[src/design/blr_pkg.sv]
// ---------------------------------------------------------------------------
// blr_pkg
// Shared types and constants for the line rasteriser.
// ---------------------------------------------------------------------------
package blr_pkg;

   localparam int CoordBits   = 11;
   localparam int SpanBits    = CoordBits + 1;
   localparam int OffsetBits  = 22;
   localparam int PitchBits   = 12;
   localparam int ColorBits   = 16;
   localparam int MaxPixels   = 64;
   localparam int QueueDepth  = 2;
   localparam int CsrAddrBits = 3;
   localparam int CsrDataBits = 32;

   localparam logic [PitchBits-1:0] PitchReset = PitchBits'(640);
   localparam logic [ColorBits-1:0] ColorReset = ColorBits'(65535);

   typedef enum logic {
      OP_MOVE = 1'b0,
      OP_LINE = 1'b1
   } op_type;

   typedef enum logic {
      REG_PITCH = 1'b0,
      REG_COLOR = 1'b1
   } csr_reg_type;

   typedef enum logic {
      BACK_IDLE,
      BACK_WALK
   } back_state_type;

   typedef struct packed {
      logic [CoordBits-1:0] start_x;
      logic [CoordBits-1:0] start_y;
      logic                 x_neg;
      logic                 y_neg;
      logic                 x_major;
      logic [SpanBits-1:0]  major;
      logic [SpanBits-1:0]  minor;
      logic                 trunc;
   } line_desc_type;

endpackage

[src/design/bresenham_line_rasterizer.sv]
// ---------------------------------------------------------------------------
// bresenham_line_rasterizer
// Line rasteriser with a current point: move and line commands in, one
// framebuffer write (offset, colour) out per pixel.
//
//   Channel  Dir  Content
//   req_*    in   command transaction: move or line to (x, y)
//   rsp_*    out  pixel transaction: offset, colour, last, truncated
//   csr_*    in   APB registers: pitch at 0x0, colour at 0x4
//
// A move only updates the current point in the front end. A line loads the
// walker, which emits min(max(|dx|,|dy|)+1, MAX_PIXELS) pixels from its
// accumulator step, one pixel per cycle unless the output stalls. A two-entry
// queue lets the front end take commands while the walker runs. Reset is
// synchronous: current point 0, pitch 640, colour 0xFFFF. Output stalls hold
// the walker; once the queue is full the front end stops taking commands too.
// ---------------------------------------------------------------------------
module bresenham_line_rasterizer
   import blr_pkg::*;
#(
   parameter int MAX_PIXELS = MaxPixels
) (
   input  logic                   clock,
   input  logic                   reset,
   input  logic                   req_tvalid,
   output logic                   req_tready,
   input  logic [23:0]            req_tdata,   // target_x, target_y, pad
   input  logic                   req_tuser,   // op
   output logic                   rsp_tvalid,
   input  logic                   rsp_tready,
   output logic [39:0]            rsp_tdata,   // pixel_offset, pixel_value, pad
   output logic                   rsp_tlast,   // last_pixel
   output logic                   rsp_tuser,   // truncated
   input  logic                   csr_psel,
   input  logic                   csr_penable,
   input  logic                   csr_pwrite,
   input  logic [CsrAddrBits-1:0] csr_paddr,
   input  logic [CsrDataBits-1:0] csr_pwdata,
   output logic [CsrDataBits-1:0] csr_prdata,
   output logic                   csr_pready
);

   logic [PitchBits-1:0] pitch_ff, pitch_in;
   logic [ColorBits-1:0] color_ff, color_in;
   logic                 csr_write;
   csr_reg_type          csr_sel;

   logic                 q_full, q_push, q_pop, q_valid;
   line_desc_type        push_desc, pop_desc;

   assign csr_pready = 1'b1;
   assign csr_write  = csr_psel && csr_penable && csr_pwrite && csr_pready;
   assign csr_sel    = csr_reg_type'(csr_paddr[2]);

   always_comb begin
      pitch_in = pitch_ff;
      color_in = color_ff;
      if (csr_write) begin
         case (csr_sel)
            REG_PITCH: pitch_in = csr_pwdata[PitchBits-1:0];
            REG_COLOR: color_in = csr_pwdata[ColorBits-1:0];
            default: begin
               pitch_in = pitch_ff;
               color_in = color_ff;
            end
         endcase
      end
      case (csr_sel)
         REG_PITCH: csr_prdata = CsrDataBits'(pitch_ff);
         REG_COLOR: csr_prdata = CsrDataBits'(color_ff);
         default:   csr_prdata = '0;
      endcase
   end

   always_ff @(posedge clock) begin
      if (reset) begin
         pitch_ff <= PitchReset;
         color_ff <= ColorReset;
      end else begin
         pitch_ff <= pitch_in;
         color_ff <= color_in;
      end
   end

   blr_front #(
      .MAX_PIXELS (MAX_PIXELS)
   ) u_front (
      .clock      (clock),
      .reset      (reset),
      .req_tvalid (req_tvalid),
      .req_tready (req_tready),
      .req_tdata  (req_tdata),
      .req_tuser  (req_tuser),
      .q_full     (q_full),
      .q_push     (q_push),
      .q_desc     (push_desc)
   );

   blr_queue u_queue (
      .clock     (clock),
      .reset     (reset),
      .push      (q_push),
      .push_desc (push_desc),
      .full      (q_full),
      .pop       (q_pop),
      .valid     (q_valid),
      .pop_desc  (pop_desc)
   );

   blr_back #(
      .MAX_PIXELS (MAX_PIXELS)
   ) u_back (
      .clock      (clock),
      .reset      (reset),
      .pitch      (pitch_ff),
      .color      (color_ff),
      .q_valid    (q_valid),
      .q_desc     (pop_desc),
      .q_pop      (q_pop),
      .rsp_tvalid (rsp_tvalid),
      .rsp_tready (rsp_tready),
      .rsp_tdata  (rsp_tdata),
      .rsp_tlast  (rsp_tlast),
      .rsp_tuser  (rsp_tuser)
   );

endmodule

[src/design/blr_front.sv]
// ---------------------------------------------------------------------------
// blr_front
// Takes commands, keeps the current point and turns line commands into
// span descriptors for the walker.
// ---------------------------------------------------------------------------
module blr_front
   import blr_pkg::*;
#(
   parameter int MAX_PIXELS = MaxPixels
) (
   input  logic                 clock,
   input  logic                 reset,
   input  logic                 req_tvalid,
   output logic                 req_tready,
   input  logic [23:0]          req_tdata,
   input  logic                 req_tuser,
   input  logic                 q_full,
   output logic                 q_push,
   output line_desc_type        q_desc
);

   logic [CoordBits-1:0] cur_x_ff, cur_x_in;
   logic [CoordBits-1:0] cur_y_ff, cur_y_in;
   logic [CoordBits-1:0] tx, ty, dx, dy;
   logic [SpanBits-1:0]  sx, sy;
   logic                 accept;
   logic                 x_neg, y_neg, x_major;

   assign tx         = req_tdata[CoordBits-1:0];
   assign ty         = req_tdata[2*CoordBits-1:CoordBits];
   assign req_tready = !q_full;
   assign accept     = req_tvalid && req_tready;

   always_comb begin
      x_neg   = tx < cur_x_ff;
      y_neg   = ty < cur_y_ff;
      dx      = x_neg ? cur_x_ff - tx : tx - cur_x_ff;
      dy      = y_neg ? cur_y_ff - ty : ty - cur_y_ff;
      sx      = {1'b0, dx} + SpanBits'(1);
      sy      = {1'b0, dy} + SpanBits'(1);
      x_major = !(sx < sy);

      q_desc.start_x = cur_x_ff;
      q_desc.start_y = cur_y_ff;
      q_desc.x_neg   = x_neg;
      q_desc.y_neg   = y_neg;
      q_desc.x_major = x_major;
      q_desc.major   = x_major ? sx : sy;
      q_desc.minor   = x_major ? sy : sx;
      q_desc.trunc   = q_desc.major > SpanBits'(MAX_PIXELS);

      q_push   = accept && (op_type'(req_tuser) == OP_LINE);
      cur_x_in = accept ? tx : cur_x_ff;
      cur_y_in = accept ? ty : cur_y_ff;
   end

   always_ff @(posedge clock) begin
      if (reset) begin
         cur_x_ff <= '0;
         cur_y_ff <= '0;
      end else begin
         cur_x_ff <= cur_x_in;
         cur_y_ff <= cur_y_in;
      end
   end

endmodule

[src/design/blr_queue.sv]
// ---------------------------------------------------------------------------
// blr_queue
// Short descriptor queue between the front end and the walker.
// ---------------------------------------------------------------------------
module blr_queue
   import blr_pkg::*;
(
   input  logic          clock,
   input  logic          reset,
   input  logic          push,
   input  line_desc_type push_desc,
   output logic          full,
   input  logic          pop,
   output logic          valid,
   output line_desc_type pop_desc
);

   localparam int PtrBits = (QueueDepth > 1) ? $clog2(QueueDepth) : 1;
   localparam int CntBits = $clog2(QueueDepth + 1);

   line_desc_type        entry_ff [QueueDepth];
   logic [PtrBits-1:0]   wr_ptr_ff, wr_ptr_in;
   logic [PtrBits-1:0]   rd_ptr_ff, rd_ptr_in;
   logic [CntBits-1:0]   count_ff, count_in;
   logic                 do_push, do_pop;

   assign full     = count_ff == CntBits'(QueueDepth);
   assign valid    = count_ff != '0;
   assign pop_desc = entry_ff[rd_ptr_ff];
   assign do_push  = push && !full;
   assign do_pop   = pop && valid;

   always_comb begin
      wr_ptr_in = wr_ptr_ff;
      rd_ptr_in = rd_ptr_ff;
      if (do_push) begin
         wr_ptr_in = (wr_ptr_ff == PtrBits'(QueueDepth - 1)) ? '0 : wr_ptr_ff + PtrBits'(1);
      end
      if (do_pop) begin
         rd_ptr_in = (rd_ptr_ff == PtrBits'(QueueDepth - 1)) ? '0 : rd_ptr_ff + PtrBits'(1);
      end
      count_in = count_ff + CntBits'(do_push) - CntBits'(do_pop);
   end

   always_ff @(posedge clock) begin
      if (reset) begin
         wr_ptr_ff <= '0;
         rd_ptr_ff <= '0;
         count_ff  <= '0;
      end else begin
         wr_ptr_ff <= wr_ptr_in;
         rd_ptr_ff <= rd_ptr_in;
         count_ff  <= count_in;
      end
   end

   always_ff @(posedge clock) begin
      if (do_push) begin
         entry_ff[wr_ptr_ff] <= push_desc;
      end
   end

endmodule

[src/design/blr_back.sv]
// ---------------------------------------------------------------------------
// blr_back
// Pixel walker: steps along the major axis one pixel per cycle unless the
// output stalls; the framebuffer offset is stepped after one start multiply.
// ---------------------------------------------------------------------------
module blr_back
   import blr_pkg::*;
#(
   parameter int MAX_PIXELS = MaxPixels
) (
   input  logic                 clock,
   input  logic                 reset,
   input  logic [PitchBits-1:0] pitch,
   input  logic [ColorBits-1:0] color,
   input  logic                 q_valid,
   input  line_desc_type        q_desc,
   output logic                 q_pop,
   output logic                 rsp_tvalid,
   input  logic                 rsp_tready,
   output logic [39:0]          rsp_tdata,
   output logic                 rsp_tlast,
   output logic                 rsp_tuser
);

   localparam int RemBits = $clog2(MAX_PIXELS);
   localparam int SumBits = SpanBits + 1;
   localparam int ProdBits = CoordBits + PitchBits;

   back_state_type          state_ff, state_in;
   logic [OffsetBits-1:0]   offset_ff, offset_in;
   logic [SpanBits-1:0]     sum_ff, sum_in;
   logic [RemBits-1:0]      rem_ff, rem_in;
   logic [SpanBits-1:0]     major_ff, minor_ff;
   logic                    x_neg_ff, y_neg_ff, x_major_ff, trunc_ff;
   logic                    out_valid_ff, out_valid_in;
   logic [OffsetBits-1:0]   out_offset_ff;
   logic [ColorBits-1:0]    out_color_ff;
   logic                    out_last_ff, out_trunc_ff;

   logic                    out_free, load, emit, adv, last;
   logic [SumBits-1:0]      acc;
   logic [ProdBits-1:0]     prod;
   logic [OffsetBits-1:0]   x_step, y_step, x_inc, y_inc, pitch_ext;

   assign out_free = !out_valid_ff || rsp_tready;

   always_comb begin
      state_in = state_ff;
      case (state_ff)
         BACK_IDLE: if (q_valid) state_in = BACK_WALK;
         BACK_WALK: if (out_free && rem_ff == '0) state_in = BACK_IDLE;
         default:   state_in = BACK_IDLE;
      endcase
   end

   always_comb begin
      load = 1'b0;
      emit = 1'b0;
      case (state_ff)
         BACK_IDLE: load = q_valid;
         BACK_WALK: emit = out_free;
         default: begin
            load = 1'b0;
            emit = 1'b0;
         end
      endcase
   end

   assign q_pop = load;

   always_comb begin
      prod      = ProdBits'(q_desc.start_y) * ProdBits'(pitch);
      acc       = {1'b0, sum_ff} + {1'b0, minor_ff};
      adv       = acc >= {1'b0, major_ff};
      last      = rem_ff == '0;
      pitch_ext = OffsetBits'(pitch);
      x_step    = x_neg_ff ? '1 : OffsetBits'(1);
      y_step    = y_neg_ff ? (~pitch_ext + OffsetBits'(1)) : pitch_ext;
      x_inc     = (x_major_ff || adv) ? x_step : '0;
      y_inc     = (!x_major_ff || adv) ? y_step : '0;

      offset_in    = offset_ff;
      sum_in       = sum_ff;
      rem_in       = rem_ff;
      out_valid_in = out_valid_ff && !rsp_tready;
      if (load) begin
         offset_in = prod[OffsetBits-1:0] + OffsetBits'(q_desc.start_x);
         sum_in    = '0;
         rem_in    = q_desc.trunc ? RemBits'(MAX_PIXELS - 1)
                                  : RemBits'(q_desc.major - SpanBits'(1));
      end else if (emit) begin
         offset_in    = offset_ff + x_inc + y_inc;
         sum_in       = adv ? SpanBits'(acc - {1'b0, major_ff}) : SpanBits'(acc);
         rem_in       = rem_ff - RemBits'(1);
         out_valid_in = 1'b1;
      end
   end

   always_ff @(posedge clock) begin
      if (reset) begin
         state_ff     <= BACK_IDLE;
         out_valid_ff <= 1'b0;
      end else begin
         state_ff     <= state_in;
         out_valid_ff <= out_valid_in;
      end
   end

   always_ff @(posedge clock) begin
      offset_ff <= offset_in;
      sum_ff    <= sum_in;
      rem_ff    <= rem_in;
      if (load) begin
         major_ff   <= q_desc.major;
         minor_ff   <= q_desc.minor;
         x_neg_ff   <= q_desc.x_neg;
         y_neg_ff   <= q_desc.y_neg;
         x_major_ff <= q_desc.x_major;
         trunc_ff   <= q_desc.trunc;
      end
      if (emit) begin
         out_offset_ff <= offset_ff;
         out_color_ff  <= color;
         out_last_ff   <= last;
         out_trunc_ff  <= last && trunc_ff;
      end
   end

   assign rsp_tvalid = out_valid_ff;
   assign rsp_tdata  = {2'b00, out_color_ff, out_offset_ff};
   assign rsp_tlast  = out_last_ff;
   assign rsp_tuser  = out_trunc_ff;

endmodule
[config.mk]
export PLATFORM = sky130hd
export DESIGN_NAME = bresenham_line_rasterizer
export DESIGN_NICKNAME = d
export VERILOG_FILES = /design/src/design/blr_pkg.sv /design/src/design/bresenham_line_rasterizer.sv /design/src/design/blr_front.sv /design/src/design/blr_queue.sv /design/src/design/blr_back.sv
export SDC_FILE = /design/constraint.sdc
export NUM_CORES = 1
export LEC_CHECK = 0
export BUFFER_PORTS_ARGS = -buffer_cell sky130_fd_sc_hd__buf_2
export CAP_MARGIN = 20
export CORE_MARGIN = 8
export CORE_UTILIZATION = 45
export DETAILED_ROUTE_END_ITERATION = 8
export PLACE_DENSITY = 0.69
export RECOVER_POWER = 25
export SLEW_MARGIN = 30
export SYNTH_ARGS = -nofsm -noshare
export SYNTH_HDL_FRONTEND = slang
export SYNTH_HIERARCHICAL = 1
export SYNTH_SLANG_ARGS = --single-unit
[constraint.sdc]
create_clock -name clock -period 8.9 [get_ports clock]
set_input_delay 2.67 -clock clock [delete_from_list [all_inputs] [get_ports clock]]
set_output_delay 2.67 -clock clock [all_outputs]
set_load 0.005 [all_outputs]
==> metrics.cfg, run 1 <==
[outcome]
outcome = complete, but fails checks
violations = capacitance limit, slew limit

[synthesis]
synth_area_leader_cell = edfxtp_1
synth-main-ff-cell = edfxtp_1
avgSynthCellArea_sq_um = 9.90
ys_types = 97
synth_enable_flop_cells = 196
netlist_area_sq_um = 20800
syn_inst = 2105
yosysWarnings = 6
yosysSeqAreaShare_pct = 34.9
synth-seq-cells = 265
synth_top_area_share_pct = 28.2
synth_area_leaders = edfxtp_1, ha_1, fa_1
async_reset_ff_share_pct = 0

[sta]
setup_viol = 0
slew_viol_final = 92
max_slew_margin_pct = -92.2
fmax_mhz = 122
fin_tns_setup_ns = 0
max_slew.worst_pin.slew_ns = 2.88
hold_viol = 0
fin_worst_skew_ns = 0.0142
period_needed_ns = 8.17
rsz0062_at_grt = false
fin_crit_sh_pct = 91.8

[route]
drc = 0
vias = 15100
ant_nets = 0
vias_per_cell = 5.38
first_iter_violations = 839
wirelength_um = 48100
post_drt_wl_per_cell_um = 17.1
drtPass1Iterations = 5

[placement]
dp_cells = 2749
dp_hpwl_um = 36700
routabilityCongestion = 0.930
io_buffers = 104

[cells_and_area]
fin_cells = 2805
nets = 2532
multi_input_area_sq_um = 12200
final_common_cell = inv_1
area_growth_pct = 9.27
drive_gt1_share_pct = 12.5
antenna_cells = 0
final_cell_mix = inv_1, nand2_1, edfxtp_1, ha_1, nor2_1
seqCellArea_sq_um = 7270
fillers = 4198

[floorplanning]
start_util_pct = 45.2
die_w_um = 231
die_h_um = 231
num_io_pins = 144
dieArea_sq_um = 53500
core_area_sq_um = 46200
num_rows = 79

[clock_tree]
hold_buffers = 0
cts_resized = 0
cts_tree = yes
clock_sinks = 265
cts_buffers = 30
clock_path_buffers = 3
cts.htree.levels = 1
clk_transition_reported_paths_ns = 0.06
insertion_delay_ns = 0.58
cts_root_buffer = clkbuf_16
post_cts_buffers = 0

[critical_path]
end_kind = flop
worstPathMaxFanout = 28
critPathMaxStageDelay_ns = 0.64
worstSetupStartpointType = input port
worst_ep_arrival_time_ns = 8.47
worstPathRequired_ns = 9.20
ff2ff_setup_slack_ns = 1.59
slowest_stage = a21boi_1
criticalPathCategory = input port to flop

[grt]
grt_use_total_pct = 17.6
antenna_found_initial = 0
overflow = 0
grt_pass1_wl_um = 77700
grt_max_degree = 84
grt_pass1_vias = 15000

[flow_run]
maxCapViolCount = 2

[hold_path]
min_path_type = flop to flop

-- registers in the layout (all words and copies together), names as in the netlist, 2 cells and up, named ones only --
register	count
u_back/offset_ff	22
u_back/out_offset_ff	22
u_queue/entry_ff	100
u_back/sum_ff	12
u_front/cur_y_ff	11
u_front/cur_x_ff	11
u_back/rem_ff	6
u_back/minor_ff	12
u_queue/count_ff	2
u_back/major_ff	12
pitch_ff	12
u_back/out_color_ff	16
color_ff	16
-- per-stage QoR --
stage	hold slack (ns)	setup WS (ns)	utilization (%)	area, sq um
global route	0.462	0.298	49.3	22800
global placement	0.429	0.354	47.3	21800
finish	0.449	0.733	49.3	22800
CTS	0.449	0.851	49.4	22800
floorplan	0.423	1.24	-	20900
detailed placement	0.432	0.245	47.3	21800
-- Yosys cell counts (all sizes together), types with 5 or more instances --
| cell type | count |
|---|---|
| a211o | 5 |
| a211oi | 19 |
| a21boi | 7 |
| a21o | 47 |
| a21oi | 105 |
| a221o | 5 |
| a22oi | 8 |
| and2 | 56 |
| and3 | 15 |
| buf | 46 |
| clkbuf | 61 |
| dfxtp | 69 |
| edfxtp | 196 |
| fa | 108 |
| ha | 183 |
| inv | 236 |
| mux2 | 63 |
| mux2i | 46 |
| nand2 | 226 |
| nand2b | 43 |
| nand3 | 23 |
| nand4 | 8 |
| nor2 | 110 |
| nor2b | 20 |
| nor3 | 38 |
| nor4 | 14 |
| o211ai | 11 |
| o21a | 19 |
| o21ai | 84 |
| o22ai | 6 |
| o31a | 9 |
| o31ai | 8 |
| o41ai | 5 |
| or2 | 7 |
| or3 | 14 |
| or4 | 8 |
| xnor2 | 71 |
| xor2 | 36 |
-- cells by family (layout without fill, tap and decap cells) --
kind of cell	count (synthesis)	count (layout)	synth area share, %
simple gates	597	597	14.0
buf+inv	343	420	6.94
xor+xnor	107	107	4.53
flops	265	265	34.9
other cells	3	19	0.0540
compound gates	390	390	12.6
fa+ha+maj	291	291	21.4
mux	109	109	5.61
-- final timing paths --
| kind | start | endpoint | cells past startpoint |
|---|---|---|---|
| worst max register to register | u_back/minor_ff[0] | u_back/offset_ff[20] | 30 |
| worst max-delay path | req_tdata[19] | u_queue/entry_ff[0][0] | 25 |
| worst min-delay path | color_ff[12] | u_back/out_color_ff[12] | 0 |
| worst min register to register | color_ff[12] | u_back/out_color_ff[12] | 0 |
-- per-layer routing --
layer,up-vias,global-route usage (%),wire (um)
met5,-,0,0
li1,7359,-,-
met3,78,2.96,2720
met1,7255,23.4,21900
met4,0,5.60,1360
met2,399,28.9,22100
-- worst max-delay path: cells and delay by family --
| family | cells | cell delay (ns) |
|---|---|---|
| muxes | 1 | 0.17 |
| AOI/OAI and AO/OA | 8 | 2.33 |
| adders and majority gates | 3 | 0.92 |
| xor gates and xnor gates | 1 | 0.28 |
| and+or+nand+nor | 7 | 1.45 |
| buffers and inverters | 5 | 0.62 |
-- cell type report --
type,instances,area share (%)
timing repair buffer,128,3.10
sequential,265,31.9
multi-input combinational,1513,53.6
clock inverter,21,0.829
clock buffer,35,3.38
inverter,236,3.90
tap,607,3.33
Power of run 1 is left out: the tool's default activity adds up to more than one toggle a clock period on the data nets, which glitch-free logic cannot reach.
==> run 2, diff against run 1 <==
CORE_ASPECT_RATIO = 1.4   (was not set)
==> run 2 against run 1 <==
Against the previous run: the run still ends with capacitance limit, slew limit left; routed wire length grew 2.5%; fmax grew 0.85%; critical path depth shrank 3; critical endpoint unchanged.
==> metrics.cfg, run 2 (synthesis results as in run 1) <==
[sta]
setup_viol = 0  ; unchanged
fmax_mhz = 123  ; was 122 MHz
fin_crit_sh_pct = 91.0  ; was 91.8%
fin_worst_skew_ns = 0.0149  ; was 0.0142 ns
period_needed_ns = 8.10  ; was 8.17 ns
slew_viol_final = 94  ; was 92
rsz0062_at_grt = false  ; unchanged
max_slew_margin_pct = -88.6  ; was -92.2%
max_slew.worst_pin.slew_ns = 2.83  ; was 2.88 ns
hold_viol = 0  ; unchanged
fin_tns_setup_ns = 0  ; unchanged

[critical_path]
worstReg2RegStart = u_back/minor_ff[0]  ; unchanged
end_kind = flop  ; unchanged
ff2ff_setup_slack_ns = 1.25  ; was 1.59 ns
worstSetupStartpointType = input port  ; unchanged
crit_start = req_tdata[1]  ; was req_tdata[19]
crit_end = u_queue/entry_ff[0][0]  ; unchanged
rr_endpoint = u_back/offset_ff[20]  ; unchanged
worstPathRequired_ns = 9.18  ; was 9.20 ns
criticalPathCategory = input port to flop  ; unchanged
r2r_cells = 31  ; was 30
worstPathMaxFanout = 9  ; was 28
worst_ep_arrival_time_ns = 8.38  ; was 8.47 ns

[floorplanning]
core_area_sq_um = 45800  ; was 46200 sq um
num_io_pins = 144  ; unchanged
die_h_um = 271  ; was 231 um
num_rows = 93  ; was 79
start_util_pct = 45.5  ; was 45.2%
die_w_um = 198  ; was 231 um
dieArea_sq_um = 53600  ; was 53500 sq um

[clock_tree]
post_cts_buffers = 0  ; unchanged
insertion_delay_ns = 0.56  ; was 0.58 ns
cts_buffers = 27  ; was 30
cts_root_buffer = clkbuf_16  ; unchanged
clock_sinks = 265  ; unchanged
clk_transition_reported_paths_ns = 0.07  ; was 0.06 ns
clock_path_buffers = 3  ; unchanged
cts.htree.levels = 1  ; unchanged
cts_tree = yes  ; unchanged
cts_resized = 0  ; unchanged
hold_buffers = 0  ; unchanged

[cells_and_area]
drive_gt1_share_pct = 12.7  ; was 12.5%
fin_util_pct = 49.6  ; was 49.3%
final_common_cell = inv_1  ; unchanged
reg_top3 = u_queue/entry_ff (100), u_back/offset_ff (22), u_back/out_offset_ff (22)  ; unchanged
final_cell_mix = inv_1, nand2_1, edfxtp_1, ha_1, nor2_1  ; unchanged
antenna_cells = 0  ; unchanged
area_growth_pct = 9.09  ; was 9.27%
nets = 2536  ; was 2532
largest_reg_flops = 100  ; unchanged
regMostFlops = u_queue/entry_ff  ; unchanged

[outcome]
outcome = complete, but fails checks  ; unchanged
violations = capacitance limit, slew limit  ; unchanged

[route]
post_drt_wl_per_cell_um = 17.5  ; was 17.1 um
vias = 15200  ; was 15100
wirelength_um = 49300  ; was 48100 um
first_iter_violations = 815  ; was 839
ant_nets = 0  ; unchanged
drtPass1Iterations = 7  ; was 5
drc = 0  ; unchanged
vias_per_cell = 5.41  ; was 5.38

[grt]
grt_use_total_pct = 18.3  ; was 17.6%
overflow = 0  ; unchanged
grt_pass1_wl_um = 80100  ; was 77700 um
grt_pass1_vias = 15700  ; was 15000
grt_max_degree = 84  ; unchanged
antenna_found_initial = 0  ; unchanged

[placement]
dp_hpwl_um = 38600  ; was 36700 um
io_buffers = 104  ; unchanged
routabilityCongestion = 0.911  ; was 0.930

[flow_run]
maxCapViolCount = 2  ; unchanged

[hold_path]
min_path_type = flop to flop  ; unchanged
hp-start = color_ff[15]  ; was color_ff[12]

run 2: worst max-delay path: stages:
cell and delay, ns:
buf_2 0.15, inv_1 0.10, ha_1 0.31, nor2b_1 0.15, o311a_1 0.39, o21ai_1 0.56, a22oi_1 0.20, a211o_4 0.33
or4_4 0.55, or4_4 0.51, xnor2_2 0.21, inv_1 0.07, ha_1 0.20, nor4_1 0.28, nand2_1 0.09, a41oi_1 0.20
o21ba_2 0.20, inv_1 0.18, a211oi_1 0.36, nor4_2 0.09, nor4_1 0.41, nand4bb_1 0.16
run 2: per-stage QoR:
stage / instances / setup slack [ns] / hold slack [ns] / area, sq um
2_1_floorplan: 2121 / 1.24 / 0.423 / 20900
3_3_place_gp: 2766 / 0.392 / 0.430 / 21900
3_5_place_dp: 2766 / 0.313 / 0.438 / 21900
4_1_cts: 2816 / 0.903 / 0.454 / 22700
5_1_grt: 2816 / 0.534 / 0.466 / 22700
6_report: 2816 / 0.802 / 0.454 / 22700
run 2: cell type report:
| class | count | area [sq um] |
|---|---|---|
| fillers | 4234 | 23100 |
| clock buffers | 31 | 721 |
| inverters | 236 | 888 |
| flip-flops and latches | 265 | 7270 |
| multi-input cells | 1513 | 12200 |
| clock inverters | 19 | 149 |
| repair buffers | 135 | 746 |
| well taps | 617 | 772 |
run 2: how the worst min path moves through the flow:
stage	to	cells after the start
3_3_place_gp	u_back/out_color_ff[13]	0
5_1_grt	u_back/out_color_ff[15]	0
3_5_place_dp	u_back/out_color_ff[15]	0
6_report	u_back/out_color_ff[15]	0
2_1_floorplan	u_back/out_color_ff[12]	0
4_1_cts	u_back/out_color_ff[9]	0
run 2: layer usage:
| metal | routed length (um) | vias to the layer above | global-route usage [%] |
|---|---|---|---|
| li1 | - | 7379 | - |
| met1 | 19700 | 7366 | 20.8 |
| met5 | 0 | - | 0 |
| met3 | 2400 | 104 | 2.27 |
| met4 | 2070 | 0 | 8.07 |
| met2 | 25100 | 388 | 33.5 |
Power of run 2 is left out for the same reason.
==> run 3, diff against run 2 <==
PLACE_DENSITY = 0.68   (was 0.69)
==> run 3 against run 2 <==
Against the previous run: the flow still finishes with violations (capacitance limit, slew limit); cell count up 0.32%; critical path depth unchanged; register-to-register slack worse by 0.24 ns; sequential share of layout area down 0.19 points; via count up 0.49%; global-route usage up 0.26 points; count of clock-buffer cells in the layout up 2; non-clock buffer count up 7; cell area up 0.60%; critical path type unchanged.
==> metrics.cfg, run 3 (synthesis results as in run 1) <==
[outcome]
outcome = complete, but fails checks  ; unchanged
violations = capacitance limit, slew limit  ; unchanged

[grt]
global_route.usage.met2_pct = 34.1  ; was 33.5%
grt_max_degree = 84  ; unchanged
met3_usage_pct = 1.90  ; was 2.27%
met1_usage_pct = 21.4  ; was 20.8%
grt.busiest_layer = met2  ; unchanged
grt_pass1_wl_um = 80500  ; was 80100 um
grt_use_total_pct = 18.5  ; was 18.3%
overflow = 0  ; unchanged
grt_pass1_vias = 15500  ; was 15700
antenna_found_initial = 0  ; unchanged

[sta]
whs_ns = 0.451  ; was 0.454 ns
fin_crit_sh_pct = 89.8  ; was 91.0%
rsz0062_at_grt = false  ; unchanged
slew_viol_final = 104  ; was 94
setup_viol = 0  ; unchanged
fmax_mhz = 125  ; was 123 MHz
max_slew_margin_pct = -104  ; was -88.6%
fin_tns_setup_ns = 0  ; unchanged
fin_worst_skew_ns = 0.0201  ; was 0.0149 ns
max_slew.worst_pin.slew_ns = 3.06  ; was 2.83 ns
period_needed_ns = 7.99  ; was 8.10 ns
hold_viol = 0  ; unchanged

[clock_tree]
clk_transition_reported_paths_ns = 0.06  ; was 0.07 ns
hold_buffers = 0  ; unchanged
insertion_delay_ns = 0.58  ; was 0.56 ns
cts_root_buffer = clkbuf_16  ; unchanged
cts_tree = yes  ; unchanged
cts.htree.levels = 1  ; unchanged
cts_buffers = 28  ; was 27
clock_path_buffers = 3  ; unchanged
cts_resized = 0  ; unchanged
clock_sinks = 265  ; unchanged
post_cts_buffers = 0  ; unchanged

[hold_path]
whs_endpoint = u_back/out_color_ff[3]  ; was u_back/out_color_ff[15]
min_path_type = flop to flop  ; unchanged
whs_path_depth = 0  ; unchanged
hp-start = color_ff[3]  ; was color_ff[15]

[placement]
dp_hpwl_um = 38700  ; was 38600 um
place_area_sq_um = 21900  ; about the same
dp_cells = 2773  ; was 2766
io_buffers = 104  ; unchanged
routabilityCongestion = 0.920  ; was 0.911

[critical_path]
worstPathMaxFanout = 8  ; was 9
crit_top_cell = inv_1  ; unchanged
end_kind = flop  ; unchanged
critPathMaxStageDelay_ns = 0.55  ; was 0.56 ns
criticalPathCategory = input port to flop  ; unchanged
ff2ff_setup_slack_ns = 1.01  ; was 1.25 ns
crit_start = req_tdata[6]  ; was req_tdata[1]
worst_ep_arrival_time_ns = 8.28  ; was 8.38 ns
worstPathRequired_ns = 9.19  ; was 9.18 ns
slowest_stage = or4_4  ; was o21ai_1
r2r_cells = 20  ; was 31
worstSetupStartpointType = input port  ; unchanged
worstPathCellList = buf_2, inv_1, ha_1, a21oi_2, nand2_1, o21ai_1, a22oi_1, a211o_4, or4_4, or4_4, xnor2_2, inv_1, ha_1, o21a_1, o21a_1, o21ai_0, o21ba_2, inv_1, a211oi_1, nor4_2, nor4_1, nand4bb_1  ; was buf_2, inv_1, ha_1, nor2b_1, o311a_1, o21ai_1, a22oi_1, a211o_4, or4_4, or4_4, xnor2_2, inv_1, ha_1, nor4_1, nand2_1, a41oi_1, o21ba_2, inv_1, a211oi_1, nor4_2, nor4_1, nand4bb_1
rr_endpoint = u_back/offset_ff[21]  ; was u_back/offset_ff[20]

[route]
vias = 15300  ; was 15200
vias_per_cell = 5.42  ; was 5.41
post_drt_wl_per_cell_um = 17.9  ; was 17.5 um
first_iter_violations = 835  ; was 815
drc = 0  ; unchanged
drtPass1Iterations = 5  ; was 7
ant_nets = 0  ; unchanged
wirelength_um = 50600  ; was 49300 um

[cells_and_area]
multi_input_area_sq_um = 12200  ; about the same
final_cell_mix = inv_1, nand2_1, edfxtp_1, ha_1, nor2_1  ; unchanged
antenna_cells = 0  ; unchanged
largest_reg_flops = 100  ; unchanged
fillers = 4247  ; was 4234
regMostFlops = u_queue/entry_ff  ; unchanged
nets = 2544  ; was 2536
seqCellArea_sq_um = 7270  ; unchanged
area_growth_pct = 9.74  ; was 9.09%
fin_cells = 2825  ; was 2816
reg_top3 = u_queue/entry_ff (100), u_back/offset_ff (22), u_back/out_offset_ff (22)  ; unchanged
drive_gt1_share_pct = 12.6  ; was 12.7%
final_area_sq_um = 22900  ; was 22700 sq um
final_common_cell = inv_1  ; unchanged

[flow_run]
maxCapViolCount = 2  ; unchanged

[floorplanning]
dieArea_sq_um = 53600  ; unchanged
core_area_sq_um = 45800  ; unchanged
num_rows = 93  ; unchanged
num_io_pins = 144  ; unchanged
die_w_um = 198  ; unchanged
die_h_um = 271  ; unchanged
start_util_pct = 45.5  ; unchanged

run 3: per-layer routing:
| layer | part of all wire (%) | vias up | routed length (um) |
|---|---|---|---|
| li1 | - | 7378 | - |
| met3 | 4.4 | 89 | 2210 |
| met2 | 52 | 401 | 26100 |
| met1 | 40 | 7444 | 20300 |
| met5 | 0 | - | 0 |
| met4 | 3.9 | 0 | 1990 |
run 3: cell type report:
| cell class | count | area share [%] |
|---|---|---|
| clock buffers | 33 | 3.33 |
| clock inverters | 19 | 0.826 |
| inverters | 236 | 3.88 |
| multi-input cells | 1513 | 53.3 |
| flip-flops and latches | 265 | 31.8 |
| well taps | 617 | 3.37 |
| repair buffers | 142 | 3.49 |
run 3: how the worst max path moves through the flow:
stage	endpoint	slack, ns	cells after the start
floorplan	u_queue/entry_ff[0][0]	1.24	22
global placement	u_queue/entry_ff[1][0]	0.45	22
detailed placement	u_queue/entry_ff[0][0]	0.37	22
CTS	u_queue/entry_ff[0][0]	0.98	22
global route	u_back/offset_ff[21]	0.39	20
finish	u_queue/entry_ff[0][0]	0.91	22
run 3: metrics by stage:
stage               utilization [%]  setup WS (ns)
floorplan                         -           1.24
global placement               47.8          0.450
detailed placement             47.8          0.366
CTS                            49.9          0.979
global route                   49.9          0.386
finish                         49.9          0.909
run 3: critical path, delay by kind of cell:
family	cells	cell delay, ns
AOI/OAI and AO/OA	9	2.35
buffers and inverters	4	0.36
adders and majority gates	2	0.66
xor gates and xnor gates	1	0.19
and+or+nand+nor	6	2.02
Power of run 3 is left out for the same reason.
